==> src/rtl/core/smpq_pkg.sv <==
// Shared types, constants and helpers of the sorted min priority queue
package smpq_pkg;
    localparam int DEFAULT_DEPTH = 16;

    typedef enum logic [1:0] {
        KIND_PUSH  = 2'd0,
        KIND_POP   = 2'd1,
        KIND_PEEK  = 2'd2,
        KIND_CLEAR = 2'd3
    } t_kind;

    typedef enum logic [1:0] {
        ST_OK    = 2'd0,
        ST_EMPTY = 2'd1,
        ST_FULL  = 2'd2
    } t_status;

    typedef struct packed {
        logic [1:0]  kind;
        logic [31:0] value;
    } t_in_item;

    typedef struct packed {
        logic [31:0] head_value;
        logic        is_empty;
        logic [1:0]  status;
        logic [4:0]  occupancy;
    } t_out_item;

    typedef enum logic [1:0] {
        S_IDLE = 2'd0,
        S_SCAN = 2'd1,
        S_DONE = 2'd2
    } t_state;

    // Commands from the controller to the datapath
    typedef struct packed {
        logic load;
        logic step;
        logic commit;
    } t_cmd;

    // Status from the datapath to the controller
    typedef struct packed {
        logic scan_done;
    } t_sts;

    // IEEE ordered less-than on single bit patterns
    function automatic logic f32_less(input logic [31:0] a, input logic [31:0] b);
        logic        nan_a;
        logic        nan_b;
        logic [31:0] ka;
        logic [31:0] kb;
        nan_a = (a[30:23] == 8'hFF) && (a[22:0] != 23'd0);
        nan_b = (b[30:23] == 8'hFF) && (b[22:0] != 23'd0);
        ka = a[31] ? ~a : (a | 32'h8000_0000);
        kb = b[31] ? ~b : (b | 32'h8000_0000);
        if (nan_a || nan_b) begin
            return 1'b0;
        end
        if (((a | b) & 32'h7FFF_FFFF) == 32'd0) begin
            return 1'b0;
        end
        return ka < kb;
    endfunction
endpackage

==> src/rtl/core/smpq_ctrl.sv <==
// Controller state machine of the sorted min priority queue
module smpq_ctrl (
    input  logic            i_clk,
    input  logic            i_rst_n,
    input  logic            i_start,
    input  smpq_pkg::t_sts  i_sts,
    output smpq_pkg::t_cmd  o_cmd,
    output logic            o_busy,
    output logic            o_done
);
    import smpq_pkg::*;

    t_state r_state;
    t_state n_state;

    // Advance the state
    always_ff @(posedge i_clk) begin
        if (!i_rst_n) begin
            r_state <= S_IDLE;
        end else begin
            r_state <= n_state;
        end
    end

    // Next state
    always_comb begin
        n_state = r_state;
        unique case (r_state)
            S_IDLE: begin
                if (i_start) n_state = S_SCAN;
            end
            S_SCAN: begin
                if (i_sts.scan_done) n_state = S_DONE;
            end
            S_DONE: n_state = S_IDLE;
            default: n_state = S_IDLE;
        endcase
    end

    // Outputs
    always_comb begin
        o_cmd  = '0;
        o_busy = 1'b1;
        o_done = 1'b0;
        unique case (r_state)
            S_IDLE: begin
                o_busy     = 1'b0;
                o_cmd.load = i_start;
            end
            S_SCAN: begin
                o_cmd.step   = !i_sts.scan_done;
                o_cmd.commit = i_sts.scan_done;
            end
            S_DONE: o_done = 1'b1;
            default: o_busy = 1'b1;
        endcase
    end
endmodule

==> src/rtl/core/smpq_dp.sv <==
// Datapath of the sorted min priority queue: store, insertion scan and shifts
module smpq_dp #(
    parameter int DEPTH = smpq_pkg::DEFAULT_DEPTH
) (
    input  logic                i_clk,
    input  logic                i_rst_n,
    input  smpq_pkg::t_cmd      i_cmd,
    input  smpq_pkg::t_in_item  i_item,
    output smpq_pkg::t_sts      o_sts,
    output smpq_pkg::t_out_item o_result
);
    import smpq_pkg::*;

    localparam int AW = $clog2(DEPTH);
    localparam int CW = $clog2(DEPTH + 1);

    logic [31:0]   r_mem [DEPTH];
    logic [31:0]   r_head;
    logic [CW-1:0] r_count;
    logic [CW-1:0] r_idx;
    logic [31:0]   r_rd;
    logic [1:0]    r_kind;
    logic [31:0]   r_val;
    logic [CW-1:0] r_pos;
    logic          r_found;
    logic          r_shift;
    logic [31:0]   r_carry;
    logic [1:0]    r_stat;

    logic          full;
    logic          scan_end;

    assign full     = (r_count == CW'(DEPTH));
    assign scan_end = (r_idx >= r_count);
    assign o_sts.scan_done = scan_end && !r_shift;

    // Walk the store one entry per cycle: a push searches and carries entries up, a pop shifts entries down
    always_ff @(posedge i_clk) begin
        if (!i_rst_n) begin
            r_count <= '0;
            r_idx   <= '0;
            r_shift <= 1'b0;
            r_found <= 1'b0;
        end else if (i_cmd.load) begin
            r_kind  <= i_item.kind;
            r_val   <= i_item.value;
            r_stat  <= ST_OK;
            r_found <= 1'b0;
            r_shift <= 1'b0;
            r_pos   <= r_count;
            r_carry <= i_item.value;
            // Pop reads from entry 1; push reads from entry 0
            if (i_item.kind == KIND_PUSH && !full && r_count != '0) begin
                r_idx <= '0;
                r_rd  <= r_mem[0];
            end else if (i_item.kind == KIND_POP && r_count > CW'(1)) begin
                r_idx <= CW'(1);
                r_rd  <= r_mem[1];
                r_shift <= 1'b1;
            end else begin
                r_idx <= r_count;
            end
        end else if (i_cmd.step) begin
            if (r_kind == KIND_POP) begin
                // Move entry idx down to idx-1
                r_mem[AW'(r_idx - CW'(1))] <= r_rd;
                if (r_idx + CW'(1) < r_count) begin
                    r_rd <= r_mem[AW'(r_idx + CW'(1))];
                end else begin
                    r_shift <= 1'b0;
                end
                r_idx <= r_idx + CW'(1);
            end else begin
                // Insert: once the slot is found, write carry and carry the old entry up
                if (r_found || f32_less(r_val, r_rd)) begin
                    r_found <= 1'b1;
                    r_mem[AW'(r_idx)] <= r_carry;
                    r_carry <= r_rd;
                end
                r_idx <= r_idx + CW'(1);
                if (r_idx + CW'(1) < r_count) begin
                    r_rd <= r_mem[AW'(r_idx + CW'(1))];
                end
            end
        end else if (i_cmd.commit) begin
            unique case (r_kind)
                KIND_PUSH: begin
                    if (full) begin
                        r_stat <= ST_FULL;
                    end else begin
                        r_mem[AW'(r_count)] <= r_carry;
                        r_count <= r_count + CW'(1);
                    end
                end
                KIND_POP: begin
                    if (r_count != '0) r_count <= r_count - CW'(1);
                end
                KIND_PEEK: begin
                    if (r_count == '0) r_stat <= ST_EMPTY;
                end
                KIND_CLEAR: r_count <= '0;
                default: r_count <= r_count;
            endcase
        end
    end

    // Track the head entry alongside the store
    always_ff @(posedge i_clk) begin
        if (i_cmd.commit) begin
            if (r_kind == KIND_PUSH && !full) begin
                if (r_count == '0 || (r_found && r_pos == '0)) r_head <= r_val;
                else if (r_found) r_head <= r_head;
            end else if (r_kind == KIND_POP && r_count > CW'(1)) begin
                r_head <= r_mem[0];
            end
        end else if (i_cmd.step && r_kind == KIND_PUSH && !r_found
                     && r_idx == '0 && f32_less(r_val, r_rd)) begin
            r_head <= r_val;
        end
    end

    // Present the result registers
    always_comb begin
        o_result.is_empty   = (r_count == '0);
        o_result.head_value = (r_count == '0) ? 32'd0 : r_head;
        o_result.status     = r_stat;
        o_result.occupancy  = 5'(r_count);
    end
endmodule

==> src/rtl/core/sorted_min_priority_queue.sv <==
// Top level of the sorted min priority queue
// A command (push, pop, peek, clear) is taken when start is high and busy
// is low. The store is walked one entry per cycle through a single read port:
// the command is loaded, the scan steps through the stored entries that a push
// or pop needs, the result is committed, and o_done then shows it. The result
// appears for one cycle with o_done and cannot be stalled.
module sorted_min_priority_queue #(
    parameter int DEPTH = smpq_pkg::DEFAULT_DEPTH
) (
    input  logic                i_clk,
    input  logic                i_rst_n,
    input  logic                start,
    input  smpq_pkg::t_in_item  i_item,
    output logic                busy,
    output logic                o_done,
    output smpq_pkg::t_out_item o_result
);
    import smpq_pkg::*;

    t_cmd cmd;
    t_sts sts;

    smpq_ctrl u_ctrl (
        .i_clk  (i_clk),
        .i_rst_n(i_rst_n),
        .i_start(start),
        .i_sts  (sts),
        .o_cmd  (cmd),
        .o_busy (busy),
        .o_done (o_done)
    );

    smpq_dp #(.DEPTH(DEPTH)) u_dp (
        .i_clk   (i_clk),
        .i_rst_n (i_rst_n),
        .i_cmd   (cmd),
        .i_item  (i_item),
        .o_sts   (sts),
        .o_result(o_result)
    );
endmodule

==> config.mk <==
export PLATFORM = sky130hd
export DESIGN_NAME = sorted_min_priority_queue
export DESIGN_NICKNAME = d
export VERILOG_FILES = /design/src/rtl/core/smpq_pkg.sv /design/src/rtl/core/smpq_ctrl.sv /design/src/rtl/core/smpq_dp.sv /design/src/rtl/core/sorted_min_priority_queue.sv
export SDC_FILE = /design/constraint.sdc
export NUM_CORES = 1
export LEC_CHECK = 0
export BUFFER_PORTS_ARGS = -buffer_cell sky130_fd_sc_hd__buf_4
export CORE_AREA = 2 2 315 317
export CTS_CLUSTER_DIAMETER = 100
export DETAILED_ROUTE_END_ITERATION = 7
export DIE_AREA = 0 0 317 319
export PLACE_DENSITY = 0.45
export SLEW_MARGIN = 10
export SYNTH_ARGS = -nofsm -noshare
export SYNTH_HDL_FRONTEND = slang
export SYNTH_SLANG_ARGS = --single-unit
==> constraint.sdc <==
create_clock -name i_clk -period 17.4 [get_ports i_clk]
set_input_delay 3.48 -clock i_clk [delete_from_list [all_inputs] [get_ports i_clk]]
set_output_delay 3.48 -clock i_clk [all_outputs]
set_load 0.02 [all_outputs]
==> flow_summary.html, run 1 <==
<table>
<tr><th>Metric</th><th>Value</th></tr>
<tr><th colspan="2">Synth</th></tr>
<tr><td>Post-Syn Instances</td><td>roughly 1600</td></tr>
<tr><td>Ys flop type</td><td>sky130_fd_sc_hd__edfxtp_1</td></tr>
<tr><td>Synthesized flop and latch total</td><td>~660</td></tr>
<tr><td>Total of warnings raised by yosys</td><td>0</td></tr>
<tr><td>Area contributors post-synth</td><td>sky130_fd_sc_hd__edfxtp_1, sky130_fd_sc_hd__mux4_2, sky130_fd_sc_hd__mux2_2</td></tr>
<tr><td>Library cells used by synthesis</td><td>53</td></tr>
<tr><td>Net count after synthesis</td><td>around 1700</td></tr>
<tr><td>Per-instance average area after synthesis</td><td>about 18 sq um</td></tr>
<tr><td>Number of flops mapped to enable cells by yosys</td><td>around 650</td></tr>
<tr><td>Total standard cell area after synthesis</td><td>approximately 28000 sq um</td></tr>
<tr><td>Sequential cell area fraction in the yosys report</td><td>0.701</td></tr>
<tr><td>Share of synthesized flip-flops with an asynchronous set or reset</td><td>0</td></tr>
<tr><td>Cell with the most instances after synthesis</td><td>sky130_fd_sc_hd__edfxtp_1</td></tr>
<tr><td>Yosys top cell area share</td><td>0.691</td></tr>
<tr><td>Synth area leader</td><td>sky130_fd_sc_hd__edfxtp_1</td></tr>
<tr><td>List of most frequent post-synthesis cells</td><td>sky130_fd_sc_hd__edfxtp_1, sky130_fd_sc_hd__nand2_1, sky130_fd_sc_hd__mux4_2</td></tr>
<tr><th colspan="2">Clock network</th></tr>
<tr><td>Total clock sinks</td><td>~660</td></tr>
<tr><td>Number of instances resized during post-cts repair</td><td>0</td></tr>
<tr><td>Clk_lat worst skew</td><td>640 ps</td></tr>
<tr><td>CTS tree</td><td>built</td></tr>
<tr><td>Setup bufs post-CTS</td><td>0</td></tr>
<tr><td>Max Buffers Root-to-Sink</td><td>3</td></tr>
<tr><td>Hold buffer count at cts</td><td>0</td></tr>
<tr><td>Register clock-pin slew on the reported worst setup and hold paths</td><td>~60 ps</td></tr>
<tr><td>Clock Tree Root</td><td>sky130_fd_sc_hd__clkbuf_16</td></tr>
<tr><td>H-tree level count</td><td>3</td></tr>
<tr><td>Total clock buffers created by CTS</td><td>76</td></tr>
<tr><th colspan="2">GRT</th></tr>
<tr><td>Via count of the first global-routing pass</td><td>15500</td></tr>
<tr><td>Largest net degree at the start of global routing</td><td>between 50 and 60</td></tr>
<tr><td>Global router's overall resource usage</td><td>0.154</td></tr>
<tr><td>First-pass GRT wire length</td><td>around 110000 um</td></tr>
<tr><td>Gr ovfl total</td><td>0</td></tr>
<tr><td>Number of antenna violations at the first check in global routing</td><td>2</td></tr>
<tr><th colspan="2">Layout</th></tr>
<tr><td>Synth-to-layout area growth</td><td>16.8%</td></tr>
<tr><td>Area used by multi-input combinational logic</td><td>~8200 sq um</td></tr>
<tr><td>Final layout net count</td><td>about 1800</td></tr>
<tr><td>Area taken by flip-flops and latches</td><td>19800 sq um</td></tr>
<tr><td>Ant diodes</td><td>0</td></tr>
<tr><td>Final standard cell count with taps included and fillers excluded</td><td>between 3000 and 4000</td></tr>
<tr><td>Fill cell count</td><td>between 9000 and 10000</td></tr>
<tr><td>Fraction of final layout cells sized beyond drive strength 1</td><td>0.279</td></tr>
<tr><th colspan="2">Timing</th></tr>
<tr><td>Final WS setup</td><td>10890 ps</td></tr>
<tr><td>Final total negative setup slack</td><td>0 ps</td></tr>
<tr><td>WHS</td><td>a little under 600 ps</td></tr>
<tr><td>Fin Clk Skew</td><td>roughly 43 ps</td></tr>
<tr><td>Total count of hold-check failures in the final report</td><td>0</td></tr>
<tr><td>Maximum frequency from static timing analysis</td><td>about 0.15 GHz</td></tr>
<tr><td>Setup-failing EPs final</td><td>0</td></tr>
<tr><td>Setup repair after global routing missed its margin</td><td>false</td></tr>
<tr><td>Relative max-transition margin</td><td>0.315</td></tr>
<tr><td>Least-Margin Pin Slew</td><td>about 1000 ps</td></tr>
<tr><td>Shortest period the worst path allows</td><td>~6500 ps</td></tr>
<tr><td>Post-route fraction of the period consumed by the critical path</td><td>0.374</td></tr>
<tr><td>Slew Limit Fails</td><td>0</td></tr>
<tr><th colspan="2">Critical path</th></tr>
<tr><td>Classification of the worst setup path</td><td>in2reg</td></tr>
<tr><td>Max Fanout on Critical Path</td><td>between 50 and 60</td></tr>
<tr><td>Required time of the worst setup path</td><td>roughly 18000 ps</td></tr>
<tr><td>Startpoint types</td><td>input port</td></tr>
<tr><td>Endpoint type of the worst setup path</td><td>register</td></tr>
<tr><td>Arrival time of the worst setup path</td><td>between 6000 and 7000 ps</td></tr>
<tr><th colspan="2">Pwr</th></tr>
<tr><td>Power density cells</td><td>122 nW/um^2</td></tr>
<tr><td>Leakage power</td><td>approximately 11 nW</td></tr>
<tr><td>Highest ir drop seen on vdd</td><td>approximately 0.000067 V</td></tr>
<tr><th colspan="2">Placement</th></tr>
<tr><td>Routability congestion estimate</td><td>~0.76</td></tr>
<tr><td>Half-perimeter wire length of the detailed placement result</td><td>47900 um</td></tr>
<tr><td>Setup Slack @ Placement</td><td>10210 ps</td></tr>
<tr><td>Number of placed instances with taps included</td><td>slightly below 3000</td></tr>
<tr><td>Number of port buffers</td><td>78</td></tr>
<tr><th colspan="2">Min path</th></tr>
<tr><td>Hold Crit Class</td><td>reg2reg</td></tr>
<tr><th colspan="2">Detailed routing</th></tr>
<tr><td>Vias</td><td>roughly 15000</td></tr>
<tr><td>Via/cell ratio</td><td>just under 5</td></tr>
<tr><td>Final wirelength</td><td>about 77000 um</td></tr>
<tr><td>DRC violations left</td><td>0</td></tr>
<tr><td>Average wire per standard cell</td><td>~26 um</td></tr>
<tr><td>Number of detailed-routing iterations run before antenna repair</td><td>7</td></tr>
<tr><td>Iteration-0 DRC Markers</td><td>~1300</td></tr>
<tr><td>Routed Antenna Nets</td><td>0</td></tr>
<tr><th colspan="2">Floorplan</th></tr>
<tr><td>Die ar.</td><td>between 100000 and 150000 sq um</td></tr>
<tr><td>Initial Utilization</td><td>0.289</td></tr>
<tr><td>Core area</td><td>around 98000 sq um</td></tr>
<tr><td>Site Rows</td><td>115</td></tr>
<tr><td>Die height</td><td>around 320 um</td></tr>
<tr><td>Die extent in x</td><td>around 320 um</td></tr>
<tr><td>Top-level I/O count</td><td>79</td></tr>
<tr><th colspan="2">Status</th></tr>
<tr><td>Status</td><td>finished clean</td></tr>
<tr><th colspan="2">Run</th></tr>
<tr><td>Number of max-cap violations</td><td>0</td></tr>
</table>
## power breakdown
group | internal (mW) | switching (mW)
Sequential | 1.83 | 0.0396
Clock | 0.854 | 0.658
Combinational | 0.262 | 0.370
## sequential cells by signal, summed over array words and instances (netlist names)
name,flops
u_dp.r_shift,1
u_dp.r_idx,5
u_dp.r_kind,2
u_dp.r_pos,5
u_ctrl.r_state,2
u_dp.r_stat,2
u_dp.r_val,32
u_dp.r_found,1
u_dp.r_mem,512
u_dp.r_count,5
u_dp.r_rd,32
u_dp.r_head,32
u_dp.r_carry,32
## cell families (layout without fill, tap and decap cells)
logic type      Yosys count  count (layout)  synth area share
flops                   663             663             0.701
simple gates            299             299            0.0490
mux                     261             261             0.167
compound gates          125             125            0.0274
buf+inv                 100             275            0.0136
xor+xnor                 69              69            0.0214
fa+ha+maj                48              48            0.0213
## worst max-delay path, cell delays in order
cell	delay, ps
sky130_fd_sc_hd__buf_4	120
sky130_fd_sc_hd__nand2_4	490
sky130_fd_sc_hd__nand2_1	230
sky130_fd_sc_hd__nor3_1	600
sky130_fd_sc_hd__nand2_1	300
sky130_fd_sc_hd__o221a_2	330
sky130_fd_sc_hd__a211o_1	370
sky130_fd_sc_hd__nor3_2	180
sky130_fd_sc_hd__buf_4	580
## cell type report
class / instances / share of cell area
Clock buffer: 86 / 0.0589
Clock inverter: 50 / 0.0123
Inverter: 18 / 0.00205
Multi-Input combinational cell: 802 / 0.250
Sequential cell: 663 / 0.600
Tap cell: 1287 / 0.0489
Timing Repair Buffer: 121 / 0.0276
## layout by cell type (no fill, tap or decap), drive strengths merged, types with 3 or more instances in the layout
| cell type | count |
|---|---|
| a21oi | 29 |
| ha | 48 |
| buf | 121 |
| mux4 | 160 |
| inv | 24 |
| nor2b | 3 |
| clkbuf | 86 |
| o21ai | 57 |
| nor4 | 17 |
| and2 | 36 |
| mux2i | 35 |
| nor3 | 24 |
| nand2 | 162 |
| nor2 | 20 |
| dfxtp | 14 |
| a211o | 7 |
| nand3 | 9 |
| a211oi | 5 |
| nand2b | 5 |
| edfxtp | 649 |
| xor2 | 33 |
| bufinv | 3 |
| clkinv | 40 |
| mux2 | 66 |
| xnor2 | 36 |
| nand4 | 14 |
## worst paths after layout
check,from,endpoint,slack (ps),depth (start not counted)
max,start,u_dp.r_mem[0][9],10890,9
min,u_dp.r_shift,u_dp.r_shift,590,3
max reg2reg,u_dp.r_rd[31],u_dp.r_mem[0][9],11320,14
min reg2reg,u_dp.r_shift,u_dp.r_shift,590,3
## per-stage QoR
| stage | power (mW) | utilization | area (sq um) |
|---|---|---|---|
| 2_1_floorplan | 2.31 | - | 28200 |
| 3_3_place_gp | 2.55 | 0.313 | 30600 |
| 3_5_place_dp | 2.55 | 0.313 | 30600 |
| 4_1_cts | 4.08 | 0.337 | 32900 |
| 5_1_grt | 4.18 | 0.337 | 32900 |
| 6_report | 4.01 | 0.337 | 32900 |
## routing by layer
metal	up-vias	part of all wire	wire, um	global-route usage
li1	6486	-	-	-
met5	-	0	0	0
met2	385	0.47	36600	0.246
met4	0	0.025	1920	0.0438
met1	7944	0.46	35700	0.218
met3	108	0.038	2940	0.0222
Power figures use the tool's default switching activity.
==> inputs of run 2 (changes only) <==
- PLACE_DENSITY: 0.45 -> 0.47
- clock period: 17.4 -> 5.8 ns (I/O delays scaled with it)
==> run 2 against run 1 <==
Net effect: setup slack got worse by 10000 ps; first-iteration DRC count increased by 20%; cell count about the same; critical path type is now reg2reg; sequential cell count unchanged; non-clock buffer count increased by 11; register-to-register slack got worse by 11000 ps; utilization increased by 0.074 points; largest cell class unchanged; combinational power increased to 3.1 times the previous value.
==> flow_summary.html, run 2 (synthesis results as in run 1) <==
<table>
<tr><th>Metric</th><th>Value</th></tr>
<tr><th colspan="2">Detailed routing</th></tr>
<tr><td>Via/cell ratio</td><td>5.02 (+1.9%)</td></tr>
<tr><td>Iteration-0 DRC Markers</td><td>1543 (+20%)</td></tr>
<tr><td>DRC violations left</td><td>0 (unchanged)</td></tr>
<tr><td>Average wire per standard cell</td><td>26.5 um (+3.7%)</td></tr>
<tr><td>Number of detailed-routing iterations run before antenna repair</td><td>5 (-2)</td></tr>
<tr><td>Final wirelength</td><td>80200 um (+3.8%)</td></tr>
<tr><td>Wire length on met1</td><td>37200 um (+4.3%)</td></tr>
<tr><td>Routed Antenna Nets</td><td>0 (unchanged)</td></tr>
<tr><td>Met2 routed wirelength</td><td>38100 um (+4.1%)</td></tr>
<tr><td>Wire length on met3</td><td>3530 um (+20%)</td></tr>
<tr><td>Vias</td><td>15200 (+2.0%)</td></tr>
<tr><td>Highest metal layer with signal wires</td><td>met4</td></tr>
<tr><th colspan="2">Layout</th></tr>
<tr><td>Biggest register</td><td>u_dp.r_mem</td></tr>
<tr><td>Area taken by flip-flops and latches</td><td>19800 sq um (unchanged)</td></tr>
<tr><td>Number of flip-flops in the largest register</td><td>512 (unchanged)</td></tr>
<tr><td>Fill cell count</td><td>9217 (+0.098%)</td></tr>
<tr><td>Final layout net count</td><td>1776 (+0.51%)</td></tr>
<tr><td>Final standard cell count with taps included and fillers excluded</td><td>3030 (+0.099%)</td></tr>
<tr><td>Fraction of final layout cells sized beyond drive strength 1</td><td>0.281 (+0.00198)</td></tr>
<tr><td>Most common cell after layout, fill and taps aside</td><td>sky130_fd_sc_hd__edfxtp_1</td></tr>
<tr><td>Top library cells by usage in the layout, fill and taps aside</td><td>sky130_fd_sc_hd__edfxtp_1, sky130_fd_sc_hd__nand2_1, sky130_fd_sc_hd__mux4_2, sky130_fd_sc_hd__buf_4, sky130_fd_sc_hd__clkbuf_16</td></tr>
<tr><td>Post-Layout Inst Area</td><td>33000 sq um (+0.22%)</td></tr>
<tr><td>Synth-to-layout area growth</td><td>17.0%</td></tr>
<tr><td>Area used by multi-input combinational logic</td><td>8280 sq um (+0.46%)</td></tr>
<tr><th colspan="2">Floorplan</th></tr>
<tr><td>Site Rows</td><td>115 (unchanged)</td></tr>
<tr><td>Top-level I/O count</td><td>79 (unchanged)</td></tr>
<tr><td>Die extent in x</td><td>317 um (unchanged)</td></tr>
<tr><td>Die height</td><td>319 um (unchanged)</td></tr>
<tr><td>Initial Utilization</td><td>0.289 (unchanged)</td></tr>
<tr><td>Core area</td><td>97700 sq um (unchanged)</td></tr>
<tr><td>Die ar.</td><td>101000 sq um (unchanged)</td></tr>
<tr><th colspan="2">GRT</th></tr>
<tr><td>Number of antenna violations at the first check in global routing</td><td>3 (+1)</td></tr>
<tr><td>Via count of the first global-routing pass</td><td>16000 (+3.4%)</td></tr>
<tr><td>Gr ovfl total</td><td>0 (unchanged)</td></tr>
<tr><td>Global router's overall resource usage</td><td>0.160 (+0.00603)</td></tr>
<tr><td>First-pass GRT wire length</td><td>116000 um (+4.1%)</td></tr>
<tr><td>Largest net degree at the start of global routing</td><td>98 (+66%)</td></tr>
<tr><th colspan="2">Clock network</th></tr>
<tr><td>Hold buffer count at cts</td><td>0 (unchanged)</td></tr>
<tr><td>Total clock sinks</td><td>663 (unchanged)</td></tr>
<tr><td>H-tree level count</td><td>3 (unchanged)</td></tr>
<tr><td>Max Buffers Root-to-Sink</td><td>3 (unchanged)</td></tr>
<tr><td>Total clock buffers created by CTS</td><td>74 (-2.6%)</td></tr>
<tr><td>Clock Tree Root</td><td>sky130_fd_sc_hd__clkbuf_16</td></tr>
<tr><td>CTS tree</td><td>built</td></tr>
<tr><td>Register clock-pin slew on the reported worst setup and hold paths</td><td>60 ps (about the same)</td></tr>
<tr><td>Clk_lat worst skew</td><td>640 ps (about the same)</td></tr>
<tr><td>Setup bufs post-CTS</td><td>0 (unchanged)</td></tr>
<tr><td>Number of instances resized during post-cts repair</td><td>0 (unchanged)</td></tr>
<tr><th colspan="2">Min path</th></tr>
<tr><td>Hold Crit Class</td><td>reg2reg</td></tr>
<tr><td>Startpoint of the tightest hold check path</td><td>u_dp.r_shift</td></tr>
<tr><td>Hold-critical path depth</td><td>3 (unchanged)</td></tr>
<tr><td>Endpoint, Worst Hold</td><td>u_dp.r_shift</td></tr>
<tr><th colspan="2">Pwr</th></tr>
<tr><td>Leakage power</td><td>10.8 nW (+0.38%)</td></tr>
<tr><td>Total Power Consumption</td><td>12.0 mW (+200%)</td></tr>
<tr><td>Sequential Power Share</td><td>0.469 (+0.003)</td></tr>
<tr><td>Highest ir drop seen on vdd</td><td>0.000206 V (+210%)</td></tr>
<tr><td>Power density cells</td><td>362 nW/um^2 (+200%)</td></tr>
<tr><td>Clock Power Share</td><td>0.370 (-0.007)</td></tr>
<tr><td>P_sw</td><td>3.17 mW (+200%)</td></tr>
<tr><td>Design internal power</td><td>8.79 mW (+200%)</td></tr>
<tr><td>Proportion of total power due to net switching</td><td>0.265 (-0.000961)</td></tr>
<tr><td>Relative contribution of combinational cells to total power</td><td>0.162 (+0.005)</td></tr>
<tr><th colspan="2">Timing</th></tr>
<tr><td>Slew Limit Fails</td><td>0 (unchanged)</td></tr>
<tr><td>Setup repair after global routing missed its margin</td><td>false</td></tr>
<tr><td>Relative max-transition margin</td><td>0.306 (-0.00887)</td></tr>
<tr><td>Shortest period the worst path allows</td><td>~5000 ps</td></tr>
<tr><td>Setup-failing EPs final</td><td>0 (unchanged)</td></tr>
<tr><td>Total count of hold-check failures in the final report</td><td>0 (unchanged)</td></tr>
<tr><td>Final WS setup</td><td>819 ps (-10070 ps)</td></tr>
<tr><td>Maximum frequency from static timing analysis</td><td>0.201 GHz</td></tr>
<tr><td>Fin Clk Skew</td><td>40.1 ps (-2.62 ps)</td></tr>
<tr><td>Least-Margin Pin Slew</td><td>1040 ps (+13.3 ps)</td></tr>
<tr><td>Post-route fraction of the period consumed by the critical path</td><td>0.859</td></tr>
<tr><th colspan="2">Critical path</th></tr>
<tr><td>Worst-case reg-to-reg path depth</td><td>13 (-1)</td></tr>
<tr><td>Worst R2R Setup Slack</td><td>820 ps (-10500 ps)</td></tr>
<tr><td>Arrival time of the worst setup path</td><td>5210 ps (-1560 ps)</td></tr>
<tr><td>Max Fanout on Critical Path</td><td>32 (-45%)</td></tr>
<tr><td>Longest individual stage delay on the worst path</td><td>650 ps (+50 ps)</td></tr>
<tr><td>Startpoint types</td><td>register</td></tr>
<tr><td>Cell seen most often among critical-path stages</td><td>sky130_fd_sc_hd__buf_4</td></tr>
<tr><td>Reg2reg end</td><td>u_dp.r_mem[4][24]</td></tr>
<tr><td>Endpoint type of the worst setup path</td><td>register</td></tr>
<tr><td>Launch point of the worst reg-to-reg path</td><td>u_dp.r_rd[31]</td></tr>
<tr><td>Ordered list of cells on the worst path</td><td>buf_4 &gt; xnor2_1 &gt; ha_1 &gt; a21oi_1 &gt; o21ai_0 &gt; a221oi_1 &gt; o221ai_1 &gt; o31ai_2 &gt; nand2_1 &gt; o221a_2 &gt; a211o_1 &gt; nor3_4 &gt; buf_4</td></tr>
<tr><td>Classification of the worst setup path</td><td>reg2reg</td></tr>
<tr><td>Required time of the worst setup path</td><td>6030 ps (-11630 ps)</td></tr>
<tr><td>Slowest cell on crit path</td><td>sky130_fd_sc_hd__o31ai_2</td></tr>
<tr><th colspan="2">Placement</th></tr>
<tr><td>Setup Slack @ Placement</td><td>866 ps (-9350 ps)</td></tr>
<tr><td>Number of port buffers</td><td>78 (unchanged)</td></tr>
<tr><td>Placed cell areas</td><td>30800 sq um (+0.52%)</td></tr>
<tr><td>Routability congestion estimate</td><td>0.820 (+7.8%)</td></tr>
<tr><td>Half-perimeter wire length of the detailed placement result</td><td>47900 um (about the same)</td></tr>
<tr><td>Number of placed instances with taps included</td><td>2902 (+0.38%)</td></tr>
<tr><th colspan="2">Run</th></tr>
<tr><td>Number of max-cap violations</td><td>0 (unchanged)</td></tr>
<tr><th colspan="2">Status</th></tr>
<tr><td>Status</td><td>finished clean</td></tr>
</table>
run 2: cell types whose count changed in the layout (fill, tap and decap cells not counted), moves of 3 or more:
cell / previous run / this run
sky130_fd_sc_hd__buf_4: 121 / 129
sky130_fd_sc_hd__clkinv_1: 27 / 19
sky130_fd_sc_hd__nor3_2: 16 / 9
sky130_fd_sc_hd__nor3_4: 0 / 7
sky130_fd_sc_hd__clkbuf_1: 10 / 15
sky130_fd_sc_hd__buf_12: 0 / 3
sky130_fd_sc_hd__inv_6: 3 / 0
run 2: power groups by stage:
stage / logic [mW] / clock network (mW) / registers, mW
final: 1.93 / 4.42 / 5.60
after global routing: 2.12 / 4.72 / 5.61
after CTS: 1.98 / 4.54 / 5.61
after detailed placement: 1.98 / 0 / 5.70
after global placement: 1.96 / 0 / 5.70
after floorplan: 1.30 / 0 / 5.64
run 2: worst max-delay path by stage:
stage                   from                end
2_1_floorplan  u_dp.r_idx[0]  u_dp.r_mem[10][0]
3_3_place_gp   u_dp.r_rd[31]   u_dp.r_mem[4][7]
3_5_place_dp   u_dp.r_rd[31]  u_dp.r_mem[4][10]
4_1_cts        u_dp.r_rd[31]  u_dp.r_mem[4][24]
5_1_grt        u_dp.r_rd[31]  u_dp.r_mem[6][24]
6_report       u_dp.r_rd[31]  u_dp.r_mem[4][24]
run 2: final cells by class:
cell class / count / share of cell area
Timing Repair Buffer: 132 / 0.0312
Sequential cell: 663 / 0.599
Tap cell: 1287 / 0.0488
Clock buffer: 91 / 0.0593
Multi-Input combinational cell: 802 / 0.251
Clock inverter: 36 / 0.00902
Antenna cell: 1 / 0.0000758
Inverter: 18 / 0.00205
run 2: metal layers:
metal / vias up / global-route usage
li1: 6490 / -
met1: 8256 / 0.232
met2: 388 / 0.255
met3: 85 / 0.0241
met4: 0 / 0.0309
met5: - / 0
run 2: worst max-delay path, delay by kind of cell (launching register included):
kind	cells	cell delay, ps
compound gates	7	2260
buf+inv	2	820
flops	1	620
simple gates	2	440
fa+ha+maj	1	260
xor+xnor	1	140
run 2: per-stage QoR:
| stage | hold slack [ps] | util | TNS (ps) |
|---|---|---|---|
| finish | 590 | 0.338 | 0 |
| CTS | 582 | 0.338 | 0 |
| global route | 627 | 0.338 | 0 |
| detailed placement | 565 | 0.315 | 0 |
| floorplan | 494 | - | -238570 |
| global placement | 566 | 0.315 | 0 |
